--- src/hdl/limit_order_book_matcher_defines.svh ---
// Assertion macros shared by the order book matcher modules.
`ifndef LIMIT_ORDER_BOOK_MATCHER_DEFINES_SVH
`define LIMIT_ORDER_BOOK_MATCHER_DEFINES_SVH
`ifndef SYNTHESIS
`define LOBM_ASSERT(lbl, clk, rst_n, prop, msg) \
  lbl: assert property (@(posedge clk) disable iff (!rst_n) prop) else $error(msg);
`define LOBM_ASSERT_NEVER(lbl, clk, rst_n, expr, msg) \
  lbl: assert property (@(posedge clk) disable iff (!rst_n) !(expr)) else $error(msg);
`else
`define LOBM_ASSERT(lbl, clk, rst_n, prop, msg)
`define LOBM_ASSERT_NEVER(lbl, clk, rst_n, expr, msg)
`endif
`endif

--- src/hdl/lobm_pkg.sv ---
// Types and constants of the limit order book matcher.
`timescale 1ns / 1ps
package lobm_pkg;

  localparam int unsigned ORDER_SLOTS = 32;
  localparam int unsigned IDX_W = $clog2(ORDER_SLOTS);

  typedef logic [IDX_W-1:0] idx_t;

  localparam logic [1:0] FUNC_NEW    = 2'd0;
  localparam logic [1:0] FUNC_CANCEL = 2'd1;
  localparam logic [1:0] FUNC_MODIFY = 2'd2;

  typedef enum logic [2:0] {
    CODE_RESTING   = 3'd0,
    CODE_PARTIAL   = 3'd1,
    CODE_FILLED    = 3'd2,
    CODE_CANCELLED = 3'd3,
    CODE_MODIFIED  = 3'd4,
    CODE_REJECTED  = 3'd5,
    CODE_BOOK_FULL = 3'd6
  } code_e;

  typedef enum logic [2:0] {
    CMD_NONE   = 3'd0,
    CMD_FILL   = 3'd1,
    CMD_CLEAR  = 3'd2,
    CMD_MODIFY = 3'd3,
    CMD_WRITE  = 3'd4
  } cmd_op_e;

  typedef struct packed {
    logic        side;
    logic [31:0] price;
    logic [23:0] orig;
    logic [23:0] rem;
    logic [31:0] oid;
    logic [31:0] coid;
    logic [15:0] cid;
    logic [15:0] conn;
    logic [31:0] arrival;
  } slot_t;

  typedef struct packed {
    logic        found;
    idx_t        idx;
    logic [31:0] age;
    slot_t       rec;
    logic        free_found;
    idx_t        free_idx;
  } tok_t;

  typedef struct packed {
    logic        find;
    logic        side;
    logic [31:0] price;
    logic [31:0] coid;
    logic [31:0] arrival;
  } key_t;

  typedef struct packed {
    cmd_op_e op;
    idx_t    idx;
    slot_t   rec;
  } cmd_t;

  typedef struct packed {
    logic [1:0]  func;
    logic [31:0] oid;
    logic [31:0] coid;
    logic [15:0] cid;
    logic [15:0] conn;
    logic        side;
    logic [31:0] price;
    logic [23:0] qty;
  } item_t;

  typedef struct packed {
    logic        kind;
    code_e       code;
    logic [31:0] trade;
    logic [31:0] oid;
    logic [31:0] coid;
    logic [15:0] cid;
    logic [15:0] conn;
    logic        side;
    logic [31:0] price;
    logic [23:0] qty;
    logic [23:0] amount;
    logic        last;
  } row_t;

endpackage

--- src/hdl/lobm_cell.sv ---
// One order slot of the book and one stage of the search chain.
`timescale 1ns / 1ps
`include "limit_order_book_matcher_defines.svh"
module lobm_cell (
  input  logic           clk_i,
  input  logic           rst_ni,
  input  lobm_pkg::idx_t idx_i,
  input  lobm_pkg::key_t key_i,
  input  lobm_pkg::cmd_t cmd_i,
  input  logic           tok_vld_i,
  input  lobm_pkg::tok_t tok_i,
  output logic           tok_vld_o,
  output lobm_pkg::tok_t tok_o
);

  logic           valid_q;
  lobm_pkg::slot_t rec_q;
  logic           tok_vld_q;
  lobm_pkg::tok_t tok_q, tok_d;
  logic [31:0]    age;
  logic           elig, better, crosses, pbetter, hit;

  assign age = key_i.arrival - rec_q.arrival;
  assign hit = (cmd_i.idx == idx_i);

  always_comb begin
    crosses = key_i.side ? (rec_q.price >= key_i.price) : (rec_q.price <= key_i.price);
    pbetter = key_i.side ? (rec_q.price > tok_i.rec.price) : (rec_q.price < tok_i.rec.price);
    if (key_i.find) begin
      elig   = valid_q && (rec_q.coid == key_i.coid);
      better = !tok_i.found || (age < tok_i.age);
    end else begin
      elig   = valid_q && (rec_q.side != key_i.side) && crosses;
      better = !tok_i.found ||
               ((rec_q.price != tok_i.rec.price) ? pbetter : (age > tok_i.age));
    end
    tok_d = tok_i;
    if (elig && better) begin
      tok_d.found = 1'b1;
      tok_d.idx   = idx_i;
      tok_d.age   = age;
      tok_d.rec   = rec_q;
    end
    if (!tok_i.free_found && !valid_q) begin
      tok_d.free_found = 1'b1;
      tok_d.free_idx   = idx_i;
    end
  end

  always_ff @(posedge clk_i or negedge rst_ni) begin
    if (!rst_ni) begin
      valid_q   <= 1'b0;
      tok_vld_q <= 1'b0;
    end else begin
      tok_vld_q <= tok_vld_i;
      if (hit) begin
        unique case (cmd_i.op)
          lobm_pkg::CMD_WRITE: valid_q <= 1'b1;
          lobm_pkg::CMD_CLEAR: valid_q <= 1'b0;
          lobm_pkg::CMD_FILL: begin
            if (cmd_i.rec.rem == '0) valid_q <= 1'b0;
          end
          default: ;
        endcase
      end
    end
  end

  always_ff @(posedge clk_i) begin
    tok_q <= tok_d;
    if (hit) begin
      unique case (cmd_i.op)
        lobm_pkg::CMD_WRITE: rec_q <= cmd_i.rec;
        lobm_pkg::CMD_FILL:  rec_q.rem <= cmd_i.rec.rem;
        lobm_pkg::CMD_MODIFY: begin
          rec_q.orig <= cmd_i.rec.orig;
          rec_q.rem  <= cmd_i.rec.rem;
        end
        default: ;
      endcase
    end
  end

  assign tok_vld_o = tok_vld_q;
  assign tok_o     = tok_q;

  `LOBM_ASSERT(a_write_free, clk_i, rst_ni,
               (cmd_i.op == lobm_pkg::CMD_WRITE && hit) |-> !valid_q, "write to an occupied slot")
  `LOBM_ASSERT(a_tok_step, clk_i, rst_ni, tok_vld_i |=> tok_vld_o, "token lost in a cell")
  `LOBM_ASSERT(a_free_kept, clk_i, rst_ni,
               (tok_vld_i && tok_i.free_found) |=> tok_o.free_found, "free slot mark dropped")

endmodule

--- config.mk ---
export PLATFORM = sky130hd
export DESIGN_NAME = lobm_cell
export DESIGN_NICKNAME = d
export VERILOG_FILES = /design/src/hdl/lobm_pkg.sv /design/src/hdl/lobm_cell.sv
export VERILOG_INCLUDE_DIRS = /design/src /design/src/hdl
export SDC_FILE = /design/constraint.sdc
export NUM_CORES = 1
export LEC_CHECK = 0
export ABC_AREA = 1
export BUFFER_PORTS_ARGS = -buffer_cell sky130_fd_sc_hd__buf_2
export CAP_MARGIN = 5
export CORE_AREA = 2 2 327 329
export DETAILED_ROUTE_END_ITERATION = 16
export DIE_AREA = 0 0 329 331
export SKIP_LAST_GASP = 1
export SYNTH_ARGS = -nofsm -noshare
export SYNTH_HDL_FRONTEND = slang
export SYNTH_SLANG_ARGS = --single-unit
export TNS_END_PERCENT = 5
--- constraint.sdc ---
create_clock -name clk_i -period 3.5 [get_ports clk_i]
set_input_delay 0.7 -clock clk_i [delete_from_list [all_inputs] [get_ports clk_i]]
set_output_delay 0.7 -clock clk_i [all_outputs]
set_load 0.1 [all_outputs]
==> flow_summary.yaml <==
clock_network:
  cts_max_level: 2
  clock_sinks: 464
  cts-root-buf: "clkbuf_16"
  cts_buffers: 51
  cts_tree: "built"
  clk_pin_slew_worst_paths_ns: 0.06
  clkLatencyLatePin_ns: 0.63
  ctsLongestPathBuffers: 3
logic_synthesis:
  yosysWarnings: 0
  syn_area_per_cell_um2: 9.421
  synth_cell_type_count: 42
  synth_edf_count: 209
  syn-num-nets: 2859
  synth.largest_area_cell: "edfxtp_1"
  syn_area_um2: 20300
  synthFlopType: "dfxtp_1"
  yosysSeqAreaShare_pct: 56.11
  netlist.area_leader.share_pct: 30.91
  synth_common_cells: "nand2_1, nand3_1, dfxtp_1"
  synth.most_common_cell: "nand2_1"
  synthArstFlopShare_pct: 0.4310
  synth_area_leaders: "edfxtp_1, dfxtp_1, nand2_1"
  synth_seq_cells: 464
  synthCells: 2155
place:
  gp_congestion: 0.8919
  hpwl_um: 69310
  placed_cell_area_um2: 27570
  io_buffers: 829
  placed_cells: 4522
worst_setup_path:
  r2r-start: "rec_q[6]$_DFFE_PP_"
  r2r_slack_ns: -0.54
  r2r_end: "tok_o[121]$_DFF_P_"
  max_stage_delay_ns: 0.42
  criticalPathCategory: "reg -> reg"
  crit_path_max_fanout: 15
  r2r_cells: 26
  critPathArrivalTime_ns: 4.54
  cp-end-kind: "register"
  path_common_cell: "buf_4"
  cp-start-kind: "register"
  crit_buf_inv: 9
  worstPathRequired_ns: 4.00
  critical-path-slowest-cell: "edfxtp_1"
  path_delay_family: "buffers and inverters"
pwr:
  leakagePower_nw: 15.18
  vdd_drop_max_mv: 0.4918
  power-per-cell-area_nw_per_um2: 484.9
timing:
  hold_viol_final: 0
  fin_skew_ns: 0.03313
  setup_slack_ns: -0.5386
  worst_hold_slack_ns: 0.1812
  setup-violations-final: 246
  rsz0062_at_grt: "yes"
  layout_min_cycle_time_ns: 4.039
  slew_headroom_pct: 52.07
  max_freq_mhz: 247.6
  report.final.slew_viol_count: 0
  fin_crit_sh_pct: 115.4
  tightest_slew_ns: 0.7240
global_route:
  antenna_found_initial: 33
  grt_max_degree: 36
  grt_first_pass_wirelength_um: 119400
  grt_overflow: 0
  track_usage_pct: 14.98
  grt_pass1_vias: 18990
route:
  finalWirelength_um: 89670
  drt_pass1_iterations: 6
  num_vias: 19140
  wl_per_cell_um: 19.14
  drt_iter0_markers: 1081
  ant_nets: 0
  drc: 0
  vias_per_cell: 4.086
run:
  max-cap-violations: 0
floorplanning:
  die_width_um: 329
  dieArea_um2: 108900
  initial_core_util_pct: 19.34
  io_pins: 830
  core_area_um2: 105000
  core.rowCount: 119
  fp.dieH_um: 331
outcome:
  violations: "negative setup slack"
  status: "finished, violations left"
layout:
  nets: 3939
  area_growth_pct: 53.57
  stdcell_count: 4685
  final_core_util_pct: 29.70
  finish.instance_area_um2: 31180
  drive_above_1_share_pct: 42.05
min_path:
  hold_class: "in -> reg"
  min_path_cells: 1
  min_to: "tok_vld_o$_DFF_PN0_"
  hold_start: "tok_vld_i"
[repair_timing]
action,4_1_cts,5_1_grt
gates resized for setup,109,127
setup endpoints to repair,246,246
buffers inserted,18,18
hold buffers,1,0
endpoints found under the hold margin,2,0
cloned,5,10
pin swaps,25,35
[routing by layer]
layer	vias up	GRT usage [%]	wire length, um
li1	9327	-	-
met1	8882	17.95	36290
met2	764	24.61	41610
met3	149	5.435	8855
met4	20	5.390	2778
met5	-	0	131
[stage by stage]
step                      worst slack, ns  TNS [ns]  power, mW
final                             -0.5386   -115.96      15.12
after global routing              -0.7344   -167.90      15.68
after CTS                         -0.4306    -88.08      15.15
after detailed placement           -1.131   -241.21      8.991
after global placement             -1.113   -234.94      8.974
after floorplan                    -3.285   -615.92      7.943
[state kept, by name (all words and copies together), names as in the netlist]
name       flops
tok_o        253
tok_vld_o      1
rec_q        209
valid_q        1
[how the worst max path moves through the flow]
| stage | startpoint | end | slack [ns] | depth (start not counted) |
|---|---|---|---|---|
| final | rec_q[6]$_DFFE_PP_ | tok_o[121]$_DFF_P_ | -0.54 | 26 |
| after floorplan | idx_i[0] | rec_q[0]$_DFFE_PP_ | -3.28 | 5 |
| after global routing | rec_q[6]$_DFFE_PP_ | tok_o[113]$_DFF_P_ | -0.73 | 28 |
| after detailed placement | key_i[0] | tok_o[137]$_DFF_P_ | -1.13 | 29 |
| after CTS | rec_q[3]$_DFFE_PP_ | tok_o[43]$_DFF_P_ | -0.43 | 28 |
| after global placement | key_i[10] | tok_o[137]$_DFF_P_ | -1.11 | 22 |
[kinds of logic after synthesis]
| group | after synthesis | share of synthesized area, % |
|---|---|---|
| AO/OA/AOI/OAI | 153 | 4.209 |
| XOR/XNOR | 54 | 2.330 |
| multiplexers | 3 | 0.1664 |
| flip-flops | 464 | 56.11 |
| AND/OR/NAND/NOR | 1074 | 22.45 |
| buffers and inverters | 279 | 6.816 |
| adder cells (fa/ha/maj) | 128 | 7.926 |
[cells in the final DEF (no fill, tap or decap), types with 7 or more instances in the layout]
cell       netlist  final
a21oi_1         86     62
xor2_1          40     32
nor4_1           8      7
or2_2           10     10
buf_8            1     13
nand2_1        663    616
buf_2           26    829
buf_4           26    212
edfxtp_1       209    209
inv_2            0     17
xor2_2           0      8
buf_12           0     20
nor2_2           1      9
a21oi_2          0     20
nand2_2          3     43
dfxtp_1        253    253
buf_16           0      8
bufinv_16        0      7
clkinv_2         0     10
buf_6           25     14
diode_2          0     17
inv_1          198    181
o21ai_0         27     19
nand3_2          0     10
nand3_1        282    272
ha_1           127    105
xnor2_1         14     13
clkbuf_16        0     65
ha_4             0     18
nand4_1         17     17
nor3_1          15     11
nor2_1          66     57
o21a_1           7      7
a21o_1           9      9
[power by group]
part	internal, mW	leakage (nW)	switching (mW)
clock network	3.57	0.917	2.39
registers	5.85	4.04	0.0781
logic	0.992	10.2	2.24
total	10.4	15.2	4.71
[area by class of cell]
| type | instances | area (um^2) |
|---|---|---|
| Sequential cell | 464 | 11390 |
| Clock inverter | 28 | 344.1 |
| Timing Repair Buffer | 1108 | 7022 |
| Antenna cell | 17 | 42.54 |
| Fill cell | 11030 | 73790 |
| Clock buffer | 67 | 1514 |
| Inverter | 198 | 743.2 |
| Multi-Input combinational cell | 1412 | 8382 |
| Tap cell | 1391 | 1740 |
Power figures use the tool's default switching activity.
