**src/hdl/limit_order_book_matcher_defines.svh**
```systemverilog
// Assertion macros shared by the order book matcher modules.
`ifndef LIMIT_ORDER_BOOK_MATCHER_DEFINES_SVH
`define LIMIT_ORDER_BOOK_MATCHER_DEFINES_SVH
`ifndef SYNTHESIS
`define LOBM_ASSERT(lbl, clk, rst_n, prop, msg) \
  lbl: assert property (@(posedge clk) disable iff (!rst_n) prop) else $error(msg);
`define LOBM_ASSERT_NEVER(lbl, clk, rst_n, expr, msg) \
  lbl: assert property (@(posedge clk) disable iff (!rst_n) !(expr)) else $error(msg);
`else
`define LOBM_ASSERT(lbl, clk, rst_n, prop, msg)
`define LOBM_ASSERT_NEVER(lbl, clk, rst_n, expr, msg)
`endif
`endif

```
**src/hdl/lobm_pkg.sv**
```systemverilog
// Types and constants of the limit order book matcher.
`timescale 1ns / 1ps
package lobm_pkg;

  localparam int unsigned ORDER_SLOTS = 32;
  localparam int unsigned IDX_W = $clog2(ORDER_SLOTS);

  typedef logic [IDX_W-1:0] idx_t;

  localparam logic [1:0] FUNC_NEW    = 2'd0;
  localparam logic [1:0] FUNC_CANCEL = 2'd1;
  localparam logic [1:0] FUNC_MODIFY = 2'd2;

  typedef enum logic [2:0] {
    CODE_RESTING   = 3'd0,
    CODE_PARTIAL   = 3'd1,
    CODE_FILLED    = 3'd2,
    CODE_CANCELLED = 3'd3,
    CODE_MODIFIED  = 3'd4,
    CODE_REJECTED  = 3'd5,
    CODE_BOOK_FULL = 3'd6
  } code_e;

  typedef enum logic [2:0] {
    CMD_NONE   = 3'd0,
    CMD_FILL   = 3'd1,
    CMD_CLEAR  = 3'd2,
    CMD_MODIFY = 3'd3,
    CMD_WRITE  = 3'd4
  } cmd_op_e;

  typedef struct packed {
    logic        side;
    logic [31:0] price;
    logic [23:0] orig;
    logic [23:0] rem;
    logic [31:0] oid;
    logic [31:0] coid;
    logic [15:0] cid;
    logic [15:0] conn;
    logic [31:0] arrival;
  } slot_t;

  typedef struct packed {
    logic        found;
    idx_t        idx;
    logic [31:0] age;
    slot_t       rec;
    logic        free_found;
    idx_t        free_idx;
  } tok_t;

  typedef struct packed {
    logic        find;
    logic        side;
    logic [31:0] price;
    logic [31:0] coid;
    logic [31:0] arrival;
  } key_t;

  typedef struct packed {
    cmd_op_e op;
    idx_t    idx;
    slot_t   rec;
  } cmd_t;

  typedef struct packed {
    logic [1:0]  func;
    logic [31:0] oid;
    logic [31:0] coid;
    logic [15:0] cid;
    logic [15:0] conn;
    logic        side;
    logic [31:0] price;
    logic [23:0] qty;
  } item_t;

  typedef struct packed {
    logic        kind;
    code_e       code;
    logic [31:0] trade;
    logic [31:0] oid;
    logic [31:0] coid;
    logic [15:0] cid;
    logic [15:0] conn;
    logic        side;
    logic [31:0] price;
    logic [23:0] qty;
    logic [23:0] amount;
    logic        last;
  } row_t;

endpackage

```
**src/hdl/lobm_ctrl.sv**
```systemverilog
// Sequencer: launches searches, decides fills and status rows, owns the output register.
`timescale 1ns / 1ps
`include "limit_order_book_matcher_defines.svh"
module lobm_ctrl (
  input  logic            clk_i,
  input  logic            rst_ni,
  input  logic            in_valid_i,
  output logic            in_ready_o,
  input  lobm_pkg::item_t item_i,
  output logic            out_valid_o,
  input  logic            out_ready_i,
  output lobm_pkg::row_t  row_o,
  output lobm_pkg::key_t  key_o,
  output lobm_pkg::cmd_t  cmd_o,
  output logic            launch_o,
  input  logic            tok_end_vld_i,
  input  lobm_pkg::tok_t  tok_end_i
);

  typedef enum logic [2:0] {
    S_IDLE = 3'b001,
    S_SCAN = 3'b010,
    S_ACT  = 3'b100
  } state_e;

  state_e          state_q;
  logic            launch_q;
  lobm_pkg::item_t it_q;
  logic [23:0]     rem_q;
  logic            filled_q;
  logic [31:0]     arrival_q, trade_q;
  lobm_pkg::tok_t  res_q;
  logic            out_vld_q;
  lobm_pkg::row_t  out_q;

  lobm_pkg::row_t  row;
  lobm_pkg::cmd_t  cmd;
  logic            act_scan, arr_inc, ok;
  logic [23:0]     fill_amt, left_amt;
  logic            in_acc, can_load, load;

  assign in_ready_o = (state_q == S_IDLE);
  assign in_acc     = in_valid_i && in_ready_o;
  assign can_load   = !out_vld_q || out_ready_i;
  assign load       = (state_q == S_ACT) && can_load;

  assign fill_amt = (rem_q < res_q.rec.rem) ? rem_q : res_q.rec.rem;
  assign left_amt = res_q.rec.rem - fill_amt;

  always_comb begin
    row      = '0;
    cmd      = '0;
    cmd.op   = lobm_pkg::CMD_NONE;
    act_scan = 1'b0;
    arr_inc  = 1'b0;
    ok       = 1'b0;
    row.kind = 1'b1;
    row.last = 1'b1;
    row.code = lobm_pkg::CODE_REJECTED;
    if (it_q.func == lobm_pkg::FUNC_NEW) begin
      row.oid    = it_q.oid;
      row.coid   = it_q.coid;
      row.cid    = it_q.cid;
      row.side   = it_q.side;
      row.price  = it_q.price;
      row.qty    = it_q.qty;
      row.amount = rem_q;
      if (rem_q == '0) begin
        row.code = lobm_pkg::CODE_FILLED;
      end else if (res_q.found) begin
        // Fill against the best resting order, then search again.
        row.kind   = 1'b0;
        row.last   = 1'b0;
        row.code   = (left_amt == '0) ? lobm_pkg::CODE_FILLED : lobm_pkg::CODE_PARTIAL;
        row.trade  = trade_q;
        row.oid    = res_q.rec.oid;
        row.coid   = res_q.rec.coid;
        row.cid    = res_q.rec.cid;
        row.conn   = res_q.rec.conn;
        row.side   = res_q.rec.side;
        row.price  = res_q.rec.price;
        row.qty    = res_q.rec.orig;
        row.amount = fill_amt;
        cmd.op      = lobm_pkg::CMD_FILL;
        cmd.idx     = res_q.idx;
        cmd.rec.rem = left_amt;
        act_scan    = 1'b1;
      end else if (res_q.free_found) begin
        row.code = filled_q ? lobm_pkg::CODE_PARTIAL : lobm_pkg::CODE_RESTING;
        cmd.op          = lobm_pkg::CMD_WRITE;
        cmd.idx         = res_q.free_idx;
        cmd.rec.side    = it_q.side;
        cmd.rec.price   = it_q.price;
        cmd.rec.orig    = it_q.qty;
        cmd.rec.rem     = rem_q;
        cmd.rec.oid     = it_q.oid;
        cmd.rec.coid    = it_q.coid;
        cmd.rec.cid     = it_q.cid;
        cmd.rec.conn    = it_q.conn;
        cmd.rec.arrival = arrival_q;
        arr_inc         = 1'b1;
      end else begin
        row.code = lobm_pkg::CODE_BOOK_FULL;
      end
    end else begin
      ok = ((it_q.func == lobm_pkg::FUNC_CANCEL) || (it_q.func == lobm_pkg::FUNC_MODIFY)) &&
           res_q.found && (res_q.rec.cid == it_q.cid) &&
           !((it_q.func == lobm_pkg::FUNC_MODIFY) && (it_q.qty == '0));
      row.coid = it_q.coid;
      row.cid  = it_q.cid;
      if (ok) begin
        row.oid    = res_q.rec.oid;
        row.coid   = res_q.rec.coid;
        row.cid    = res_q.rec.cid;
        row.side   = res_q.rec.side;
        row.price  = res_q.rec.price;
        row.qty    = res_q.rec.orig;
        cmd.idx    = res_q.idx;
        if (it_q.func == lobm_pkg::FUNC_CANCEL) begin
          row.code = lobm_pkg::CODE_CANCELLED;
          cmd.op   = lobm_pkg::CMD_CLEAR;
        end else if (it_q.qty >= res_q.rec.rem) begin
          row.amount = res_q.rec.rem;
        end else begin
          row.code     = lobm_pkg::CODE_MODIFIED;
          row.qty      = it_q.qty;
          row.amount   = it_q.qty;
          cmd.op       = lobm_pkg::CMD_MODIFY;
          cmd.rec.orig = it_q.qty;
          cmd.rec.rem  = it_q.qty;
        end
      end
    end
  end

  always_comb begin
    cmd_o = cmd;
    if (!load) cmd_o.op = lobm_pkg::CMD_NONE;
  end

  assign key_o.find    = (it_q.func != lobm_pkg::FUNC_NEW);
  assign key_o.side    = it_q.side;
  assign key_o.price   = it_q.price;
  assign key_o.coid    = it_q.coid;
  assign key_o.arrival = arrival_q;
  assign launch_o      = launch_q;
  assign out_valid_o   = out_vld_q;
  assign row_o         = out_q;

  always_ff @(posedge clk_i or negedge rst_ni) begin
    if (!rst_ni) begin
      state_q   <= S_IDLE;
      launch_q  <= 1'b0;
      filled_q  <= 1'b0;
      arrival_q <= '0;
      trade_q   <= '0;
      out_vld_q <= 1'b0;
    end else begin
      launch_q <= 1'b0;
      if (load) begin
        out_vld_q <= 1'b1;
      end else if (out_ready_i) begin
        out_vld_q <= 1'b0;
      end
      unique case (state_q)
        S_IDLE: begin
          if (in_acc) begin
            state_q  <= S_SCAN;
            launch_q <= 1'b1;
            filled_q <= 1'b0;
          end
        end
        S_SCAN: begin
          if (tok_end_vld_i) state_q <= S_ACT;
        end
        S_ACT: begin
          if (load) begin
            if (act_scan) begin
              state_q  <= S_SCAN;
              launch_q <= 1'b1;
              filled_q <= 1'b1;
              trade_q  <= trade_q + 32'd1;
            end else begin
              state_q <= S_IDLE;
            end
            if (arr_inc) arrival_q <= arrival_q + 32'd1;
          end
        end
        default: state_q <= S_IDLE;
      endcase
    end
  end

  always_ff @(posedge clk_i) begin
    if (in_acc) begin
      it_q  <= item_i;
      rem_q <= item_i.qty;
    end
    if (state_q == S_SCAN && tok_end_vld_i) res_q <= tok_end_i;
    if (load) begin
      out_q <= row;
      if (act_scan) rem_q <= rem_q - fill_amt;
    end
  end

  `LOBM_ASSERT(a_accept_scan, clk_i, rst_ni, in_acc |=> (state_q == S_SCAN && launch_q), "accepted item did not start a search")
  `LOBM_ASSERT_NEVER(a_tok_idle, clk_i, rst_ni, tok_end_vld_i && state_q != S_SCAN, "search result outside a search")
  `LOBM_ASSERT(a_load_free, clk_i, rst_ni, load |-> (!out_vld_q || out_ready_i), "output register overwritten")
  `LOBM_ASSERT(a_rem_down, clk_i, rst_ni, ($past(state_q) != S_IDLE) |-> (rem_q <= $past(rem_q)), "remaining quantity grew")

endmodule

```
**config.mk**
```make
export PLATFORM = sky130hd
export DESIGN_NAME = lobm_ctrl
export DESIGN_NICKNAME = d
export VERILOG_FILES = /design/src/hdl/lobm_pkg.sv /design/src/hdl/lobm_ctrl.sv
export VERILOG_INCLUDE_DIRS = /design/src /design/src/hdl
export SDC_FILE = /design/constraint.sdc
export NUM_CORES = 1
export LEC_CHECK = 0
export BUFFER_PORTS_ARGS = -buffer_cell sky130_fd_sc_hd__buf_2
export CORE_AREA = 2 2 364 366
export DETAILED_ROUTE_END_ITERATION = 10
export DIE_AREA = 0 0 366 368
export GPL_TIMING_DRIVEN = 0
export PLACE_DENSITY = 0.43
export SLEW_MARGIN = 20
export SYNTH_ARGS = -nofsm -noshare
export SYNTH_HDL_FRONTEND = slang
export SYNTH_SLANG_ARGS = --single-unit
```
**constraint.sdc**
```tcl
create_clock -name clk_i -period 21.7 [get_ports clk_i]
set_input_delay 1.085 -clock clk_i [delete_from_list [all_inputs] [get_ports clk_i]]
set_output_delay 1.085 -clock clk_i [all_outputs]
set_load 0.005 [all_outputs]
```
==> results of run 1 <==
==> metal layers <==
layer / track usage / share of wire
met1: 0.2552 / 0.41
met2: 0.3429 / 0.48
met3: 0.05376 / 0.080
met4: 0.06339 / 0.029
met5: 0 / 0.00083
==> state kept, by name, indices dropped and copies added (netlist names) <==
register	cells
res_q	189
out_valid_o	1
arrival_q	32
launch_o	1
rem_q	24
state_q	3
key_o	65
it_q	90
filled_q	1
row_o	213
trade_q	32
==> worst min-delay path by stage <==
stage                                 start                      end  depth (start not counted)
floorplan           trade_q[31]$_DFFE_PN0P_  trade_q[31]$_DFFE_PN0P_                          1
global placement    trade_q[17]$_DFFE_PN0P_  trade_q[17]$_DFFE_PN0P_                          1
detailed placement  trade_q[19]$_DFFE_PN0P_  trade_q[19]$_DFFE_PN0P_                          1
CTS                                  rst_ni  trade_q[11]$_DFFE_PN0P_                          1
global route                         rst_ni   trade_q[9]$_DFFE_PN0P_                          1
finish                               rst_ni  trade_q[13]$_DFFE_PN0P_                          1
==> report_power, final <==
part | leakage, nW | switching (mW) | internal [mW] | total, mW
combinational | 9.69 | 0.982 | 0.564 | 1.55
sequential | 6.34 | 0.153 | 1.54 | 1.69
clock | 1.34 | 0.588 | 0.835 | 1.42
total | 17.4 | 1.72 | 2.94 | 4.66
==> critical path, delay by kind of cell (launching register included) <==
family,cells,cell delay (ns)
adders and majority gates,3,0.76
buffers and inverters,11,3.81
AOI/OAI and AO/OA,10,3.16
DFF,1,0.32
and+or+nand+nor,2,0.51
==> area by class of cell <==
| class | count | share of cell area |
|---|---|---|
| Timing Repair Buffer | 915 | 0.1210 |
| Antenna cell | 15 | 0.0009364 |
| Clock inverter | 45 | 0.01423 |
| Multi-Input combinational cell | 1485 | 0.2511 |
| Tap cell | 1755 | 0.05478 |
| Buffer | 191 | 0.02485 |
| Sequential cell | 651 | 0.4730 |
| Inverter | 54 | 0.005244 |
| Clock buffer | 103 | 0.05494 |
==> layout by cell type (no fill, tap or decap), types with 12 or more instances in the layout <==
cell type,instances
sky130_fd_sc_hd__buf_2,892
sky130_fd_sc_hd__edfxtp_1,557
sky130_fd_sc_hd__and3_1,226
sky130_fd_sc_hd__nand2_1,190
sky130_fd_sc_hd__nor2_1,117
sky130_fd_sc_hd__clkbuf_1,115
sky130_fd_sc_hd__a22o_1,96
sky130_fd_sc_hd__a21oi_1,90
sky130_fd_sc_hd__buf_4,89
sky130_fd_sc_hd__clkbuf_16,83
sky130_fd_sc_hd__ha_1,70
sky130_fd_sc_hd__dfrtp_1,69
sky130_fd_sc_hd__xnor2_1,60
sky130_fd_sc_hd__nand3_1,58
sky130_fd_sc_hd__xor2_1,52
sky130_fd_sc_hd__inv_1,51
sky130_fd_sc_hd__o21ai_0,51
sky130_fd_sc_hd__mux2_2,50
sky130_fd_sc_hd__nor2b_1,44
sky130_fd_sc_hd__nor3_1,28
sky130_fd_sc_hd__a211oi_1,26
sky130_fd_sc_hd__nand2b_1,25
sky130_fd_sc_hd__a22oi_1,25
sky130_fd_sc_hd__dfxtp_1,24
sky130_fd_sc_hd__a21o_1,19
sky130_fd_sc_hd__nand4_1,17
sky130_fd_sc_hd__nor4_1,16
sky130_fd_sc_hd__a31oi_1,16
sky130_fd_sc_hd__diode_2,15
sky130_fd_sc_hd__o21ai_1,14
sky130_fd_sc_hd__o211ai_1,14
sky130_fd_sc_hd__and2_1,13
sky130_fd_sc_hd__clkinv_2,13
sky130_fd_sc_hd__a211o_1,12
==> stage by stage <==
step                      total power, mW  hold WS, ns  setup WS [ns]  TNS [ns]
final                               4.664       0.3404          11.37         0
after global routing                4.901       0.3219          11.15         0
after CTS                           4.706       0.2846          11.54         0
after detailed placement            3.248       0.4763          12.32         0
after global placement              3.296       0.4776         -5.532  -1038.34
after floorplan                     2.626       0.4342          6.143         0
==> kinds of logic after synthesis <==
logic type / Yosys count / synth area share
simple gates: 786 / 0.1371
flops: 651 / 0.6282
compound gates: 438 / 0.1043
buf+inv: 245 / 0.03947
xor+xnor: 117 / 0.03520
fa+ha+maj: 83 / 0.03350
mux: 61 / 0.02230
==> results_tabular.tex, run 1 <==
\begin{tabular}{lr}
\hline
Metric & Value \\
\hline
\multicolumn{2}{l}{\textbf{Floorplan}} \\
Number of top-level pins & 945 \\
Effective utilization at floorplan & 0.2307 \\
Placement Rows & 133 \\
Area of the core & 130800 um2 \\
Die Y-Extent & 368 um \\
Width of the chip & 366 um \\
Die Outline Area & 134700 um2 \\
\multicolumn{2}{l}{\textbf{Placed design}} \\
Placed instance area & 37270 um2 \\
HPWL after detailed placement & 111.1 mm \\
Weighted congestion reported at the end of routability-driven placement & 0.9347 \\
Number of buffers inserted by port buffering & 880 \\
Number of placed cells counting well taps & 5051 \\
\multicolumn{2}{l}{\textbf{Timing}} \\
Share of the clock period used by the worst path & 0.4762 \\
Largest clock skew in the final design & 0.03284 ns \\
Slew headroom & 0.2136 \\
Setup-violating endpoint count in the final report & 0 \\
Max Slew Vio Count & 0 \\
Highest Clock Rate & 0.09678 GHz \\
Unrepaired setup endpoints after global routing & no \\
Final Hold Fails & 0 \\
Final worst path period need & 10.33 ns \\
Least-Margin Pin Slew & 1.173 ns \\
\multicolumn{2}{l}{\textbf{Setup path}} \\
CP endpoint kind & output port \\
Startpoint of the most critical setup path & res\_q[136]\$\_DFFE\_PP\_ \\
Required time worst endpoint & 20.61 ns \\
Critical setup path kind & flop to output port \\
R2R Path End & row\_o[210]\$\_DFFE\_PP\_ \\
FF-to-FF Start & res\_q[136]\$\_DFFE\_PP\_ \\
Largest stage delay, worst path & 0.74 ns \\
Number of cells traversed by the worst register-to-register path & 27 \\
Setup slack on the worst flop-to-flop path & 12.63 ns \\
Sort of element at the start of the critical path & flop \\
Maximum fanout along the worst path & 10 \\
Arrival @ worst endpoint & 9.25 ns \\
Critical path's slowest cell & sky130\_fd\_sc\_hd\_\_clkbuf\_1 \\
Cell repeated most along the worst path & sky130\_fd\_sc\_hd\_\_clkbuf\_1 \\
Termination of the worst setup path & cmd\_o[150] \\
\multicolumn{2}{l}{\textbf{Run status}} \\
Outcome & completed \\
\multicolumn{2}{l}{\textbf{Clock tree}} \\
CTS Hold Buffers Added & 0 \\
Num CTS Buffers & 81 \\
Clk sinks & 651 \\
H-tree depth & 3 \\
Clock root buffer & sky130\_fd\_sc\_hd\_\_clkbuf\_16 \\
Clock latency of the later-clocked register in the worst-skew pair & 0.69 ns \\
Number of buffers between clock root and the deepest sink & 3 \\
CTS tree & yes \\
Resized cells post-CTS & 0 \\
\# Post-CTS Setup Buffers & 0 \\
CTS clk-pin slew, worst paths & 0.06 ns \\
\multicolumn{2}{l}{\textbf{Detailed routing}} \\
Drt first-iter violations & 1869 \\
Vias after detailed routing & 24.07k \\
Routed wire length per instance & 27.20 um \\
Count of TritonRoute iterations in the first routing pass & 6 \\
Detailed-route DRC error count & 0 \\
Routed Antenna Nets & 0 \\
Detailed-route wire length & 141.8 mm \\
Post-DR vias/cell & 4.617 \\
\multicolumn{2}{l}{\textbf{Global route}} \\
Maximum number of pins on one net before global-route repair & 85 \\
Number of antenna violations at the first check in global routing & 65 \\
First-pass GRT wire length & 194.0 mm \\
Vias in the first global route & 23.90k \\
Overflow left after global routing & 0 \\
Overall Global Routing Usage & 0.2041 \\
\multicolumn{2}{l}{\textbf{Logic synthesis}} \\
Count of state elements after synthesis & 651 \\
Most frequently used cell type in the post-synthesis netlist & sky130\_fd\_sc\_hd\_\_edfxtp\_1 \\
Share of flip-flops with an asynchronous set or reset after synthesis & 0.1075 \\
Top cell type's share of synthesized area & 0.5542 \\
Largest cells by area after synthesis & sky130\_fd\_sc\_hd\_\_edfxtp\_1 55\%, sky130\_fd\_sc\_hd\_\_dfrtp\_1 5.7\%, sky130\_fd\_sc\_hd\_\_and3\_1 4.7\% \\
Number of library cell types mapped by synthesis & 86 \\
Yosys top cell by area & sky130\_fd\_sc\_hd\_\_edfxtp\_1 \\
Post-synth EDFFs & 557 \\
Most instantiated cells after synthesis & 557 x sky130\_fd\_sc\_hd\_\_edfxtp\_1, 226 x sky130\_fd\_sc\_hd\_\_and3\_1, 190 x sky130\_fd\_sc\_hd\_\_nand2\_1, 118 x sky130\_fd\_sc\_hd\_\_nor2\_1, 104 x sky130\_fd\_sc\_hd\_\_clkbuf\_1 \\
Share of the yosys chip area belonging to registers & 0.6282 \\
Main synth FF type & sky130\_fd\_sc\_hd\_\_edfxtp\_1 \\
Post-Syn Instances & 2381 \\
Yosys warning count & 0 \\
Synthesized area & 30180 um2 \\
Mean Syn Cell Area & 12.68 um2 \\
Syn Nets & 2864 \\
\multicolumn{2}{l}{\textbf{Cells and area}} \\
Layout net count & 3862 \\
End-of-flow core utilization & 0.3065 \\
Count of non-filler cells in the finished layout & 5214 \\
Multi-input combinational cell area & 10060 um2 \\
Fill cell total of the finished layout & 13.58k \\
Area growth from synthesis to layout & 32.81\% \\
Final Cell Area & 40080 um2 \\
Share of post-route cells with drive strength above 1 & 0.3545 \\
Combined flip-flop and latch cell area & 18960 um2 \\
\multicolumn{2}{l}{\textbf{Pwr}} \\
Maximum resistive drop on vdd & 0.06007 mV \\
Pwr Density & 116.4 nW/um2 \\
Leak & 17.37 nW \\
\multicolumn{2}{l}{\textbf{Hold path}} \\
Classification of the worst-slack hold path & primary input to async pin \\
\multicolumn{2}{l}{\textbf{Run}} \\
Number of max-capacitance violations reported & 0 \\
\hline
\end{tabular}
No activity file was read; power rests on OpenSTA's default activity.
==> run 2: changes to the inputs <==
- CORE_AREA: 2 2 364 366 -> 2 2 365 367
- DIE_AREA: 0 0 366 368 -> 0 0 367 369
- PLACE_DENSITY: 0.43 -> 0.45
- clock period: 21.7 -> 8.72 ns (I/O delays scaled with it)
==> run 2 against run 1 <==
Utilization rose by 2.5 points. Worst hold slack got worse by 0.26 ns. First-iteration DRC count rose by 12%. Die area rose by 0.55%. Sequential power rose by 150%. Sequential cell count did not move. Worst setup slack got worse by 11 ns.
==> results_tabular.tex, run 2 (same netlist as run 1, synthesis figures left out) <==
\begin{tabular}{lr}
\hline
Metric & Value \\
\hline
\multicolumn{2}{l}{\textbf{Cells and area}} \\
End-of-flow core utilization & 0.3310 (+0.02458) \\
Most common library cell in the layout ignoring fill and taps & sky130\_fd\_sc\_hd\_\_buf\_2 \\
Highest-count cells in the layout ignoring fill and taps & 891 x sky130\_fd\_sc\_hd\_\_buf\_2, 557 x sky130\_fd\_sc\_hd\_\_edfxtp\_1, 346 x sky130\_fd\_sc\_hd\_\_dlygate4sd3\_1 \\
Final Cell Area & 43410 um2 (+8.3\%) \\
Share of post-route cells with drive strength above 1 & 0.3179 (-0.03664) \\
Area growth from synthesis to layout & 43.83\% \\
Fill cell total of the finished layout & 13.52k (-0.44\%) \\
Layout net count & 4197 (+8.7\%) \\
Largest register FFs & 213 (unchanged) \\
\multicolumn{2}{l}{\textbf{Placed design}} \\
Weighted congestion reported at the end of routability-driven placement & 0.9321 (-0.28\%) \\
Setup slack at placement & -0.07514 ns (-12.40 ns) \\
Number of buffers inserted by port buffering & 880 (unchanged) \\
HPWL after detailed placement & 108.3 mm (-2.5\%) \\
Placed instance area & 37260 um2 (about the same) \\
\multicolumn{2}{l}{\textbf{Detailed routing}} \\
Vias after detailed routing & 25.54k (+6.1\%) \\
Drt first-iter violations & 2089 (+12\%) \\
Count of TritonRoute iterations in the first routing pass & 5 (-1) \\
Detailed-route DRC error count & 0 (unchanged) \\
Routed wire length per instance & 25.20 um (-7.4\%) \\
Post-DR vias/cell & 4.597 (-0.42\%) \\
Detailed-route wire length & 140.0 mm (-1.3\%) \\
Routed Antenna Nets & 0 (unchanged) \\
\multicolumn{2}{l}{\textbf{Global route}} \\
First-pass GRT wire length & 192.5 mm (-0.78\%) \\
Number of antenna violations at the first check in global routing & 36 (-45\%) \\
Vias in the first global route & 25.43k (+6.4\%) \\
Overflow left after global routing & 0 (unchanged) \\
Maximum number of pins on one net before global-route repair & 77 (-9.4\%) \\
Overall Global Routing Usage & 0.1991 (-0.004956) \\
\multicolumn{2}{l}{\textbf{Floorplan}} \\
Number of top-level pins & 945 (unchanged) \\
Die Y-Extent & 369 um (+0.27\%) \\
Placement Rows & 133 (unchanged) \\
Width of the chip & 367 um (+0.27\%) \\
Die Outline Area & 135400 um2 (+0.55\%) \\
Area of the core & 131100 um2 (+0.25\%) \\
Effective utilization at floorplan & 0.2302 (-0.0005856) \\
\multicolumn{2}{l}{\textbf{Setup path}} \\
Required time worst endpoint & 8.28 ns (-12.33 ns) \\
Sort of element at the start of the critical path & flop \\
Arrival @ worst endpoint & 7.72 ns (-1.53 ns) \\
CP endpoint kind & output port \\
FF-to-FF Start & res\_q[136]\$\_DFFE\_PP\_ \\
Setup slack on the worst flop-to-flop path & 0.93 ns (-11.70 ns) \\
Critical setup path kind & flop to output port \\
Startpoint of the most critical setup path & res\_q[136]\$\_DFFE\_PP\_ \\
Maximum fanout along the worst path & 28 (+18) \\
\multicolumn{2}{l}{\textbf{Clock tree}} \\
Number of buffers between clock root and the deepest sink & 3 (unchanged) \\
Clk sinks & 651 (unchanged) \\
Clock latency of the later-clocked register in the worst-skew pair & 0.70 ns (about the same) \\
\# Post-CTS Setup Buffers & 0 (unchanged) \\
CTS tree & yes \\
H-tree depth & 3 (unchanged) \\
CTS clk-pin slew, worst paths & 0.06 ns (about the same) \\
Num CTS Buffers & 82 (+1.2\%) \\
Clock root buffer & sky130\_fd\_sc\_hd\_\_clkbuf\_16 \\
\multicolumn{2}{l}{\textbf{Timing}} \\
Hold Slack & 0.08195 ns (-0.2585 ns) \\
Highest Clock Rate & 0.1226 GHz \\
Largest clock skew in the final design & 0.02896 ns (-0.003880 ns) \\
Final Hold Fails & 0 (unchanged) \\
Setup-violating endpoint count in the final report & 0 (unchanged) \\
Least-Margin Pin Slew & 1.209 ns (+0.03566 ns) \\
Share of the clock period used by the worst path & 0.9351 \\
Max Slew Vio Count & 0 (unchanged) \\
Final worst path period need & 8.154 ns \\
Unrepaired setup endpoints after global routing & no \\
Fin Setup TNS & 0 ns (unchanged) \\
PnR worst setup slack & 0.5656 ns (-10.80 ns) \\
Slew headroom & 0.1940 (-0.01951) \\
\multicolumn{2}{l}{\textbf{Pwr}} \\
Leak & 18.70 nW (+7.7\%) \\
Maximum resistive drop on vdd & 0.1737 mV (+190\%) \\
Pwr Density & 266.6 nW/um2 (+130\%) \\
\multicolumn{2}{l}{\textbf{Hold path}} \\
Classification of the worst-slack hold path & primary input to flop \\
Origin of the worst min-delay path & out\_ready\_i \\
\multicolumn{2}{l}{\textbf{Run status}} \\
Outcome & completed \\
\multicolumn{2}{l}{\textbf{Run}} \\
Number of max-capacitance violations reported & 0 (unchanged) \\
\hline
\end{tabular}
run 2: cell types whose count changed in the layout (fill, tap and decap cells not counted), moves of 3 or more:
| cell | delta |
|---|---|
| sky130_fd_sc_hd__dlygate4sd3_1 | +346 |
| sky130_fd_sc_hd__buf_4 | -19 |
| sky130_fd_sc_hd__buf_8 | +10 |
| sky130_fd_sc_hd__diode_2 | +7 |
| sky130_fd_sc_hd__clkbuf_1 | +6 |
| sky130_fd_sc_hd__clkinv_1 | +6 |
| sky130_fd_sc_hd__bufinv_16 | -3 |
| sky130_fd_sc_hd__clkbuf_8 | -3 |
run 2: per-stage QoR:
stage | power [mW] | instances
after global routing | 12.15 | 5541
after detailed placement | 8.064 | 5041
after CTS | 11.64 | 5534
after floorplan | 6.513 | 2381
after global placement | 8.125 | 5016
final | 11.57 | 5555
run 2: worst paths after layout:
check	endpoint	cells after the start
worst max-delay path	cmd_o[150]	24
worst min-delay path	state_q[2]$_DFFE_PN0P_	4
worst max register to register	row_o[211]$_DFFE_PP_	25
worst min register to register	trade_q[11]$_DFFE_PN0P_	1
max in group asynchronous	state_q[0]$_DFFE_PN1P_	3
min in group asynchronous	trade_q[11]$_DFFE_PN0P_	2
run 2: timing repair:
action / CTS / global route
hold buffers: 346 / 0
gates cloned: 0 / 0
endpoints found under the hold margin: 404 / 0
resized for setup: 1 / 4
setup endpoints to repair: 18 / 9
run 2: cell type report:
class | instances | area [um2] | share of cell area
Antenna cell | 22 | 55.05 | 0.001268
Clock buffer | 106 | 2162 | 0.04981
Tap cell | 1755 | 2196 | 0.05059
Inverter | 54 | 210.2 | 0.004842
Multi-Input combinational cell | 1485 | 10080 | 0.2323
Buffer | 189 | 992.2 | 0.02286
Clock inverter | 42 | 465.4 | 0.01072
Sequential cell | 651 | 18960 | 0.4368
Timing Repair Buffer | 1251 | 8284 | 0.1908
run 2: routing by layer:
layer / vias to the layer above / global-route usage / routed length [um]
met3: 215 / 0.04212 / 9383
met2: 1087 / 0.3429 / 69320
met4: 6 / 0.07212 / 4785
met5: - / 0 / 38
li1: 11610 / - / -
met1: 12620 / 0.2445 / 56440
run 2: power by group:
group | leakage (nW) | internal, mW | switching [mW] | total [mW]
logic | 11.1 | 1.50 | 2.48 | 3.99
clock network | 1.26 | 1.94 | 1.44 | 3.38
registers | 6.34 | 3.83 | 0.374 | 4.21
run 2: worst max-delay path, cell delays in order (launching register included):
cell and delay, ns:
sky130_fd_sc_hd__edfxtp_1 0.32, sky130_fd_sc_hd__clkbuf_1 0.36, sky130_fd_sc_hd__inv_1 0.22, sky130_fd_sc_hd__ha_1 0.34, sky130_fd_sc_hd__a211o_1 0.26, sky130_fd_sc_hd__a31oi_1 0.33, sky130_fd_sc_hd__o221ai_2 0.24, sky130_fd_sc_hd__a41o_2 0.40
sky130_fd_sc_hd__nor2_1 0.23, sky130_fd_sc_hd__buf_4 0.26, sky130_fd_sc_hd__buf_2 0.32, sky130_fd_sc_hd__clkbuf_4 0.45, sky130_fd_sc_hd__o21ai_0 0.19, sky130_fd_sc_hd__ha_1 0.21, sky130_fd_sc_hd__clkbuf_1 0.24, sky130_fd_sc_hd__inv_1 0.14
sky130_fd_sc_hd__ha_1 0.15, sky130_fd_sc_hd__clkbuf_1 0.42, sky130_fd_sc_hd__a31oi_1 0.17, sky130_fd_sc_hd__a311oi_1 0.54, sky130_fd_sc_hd__o21ai_2 0.19, sky130_fd_sc_hd__nor4bb_1 0.28, sky130_fd_sc_hd__a211oi_1 0.13, sky130_fd_sc_hd__o21ai_1 0.40
sky130_fd_sc_hd__buf_2 0.20
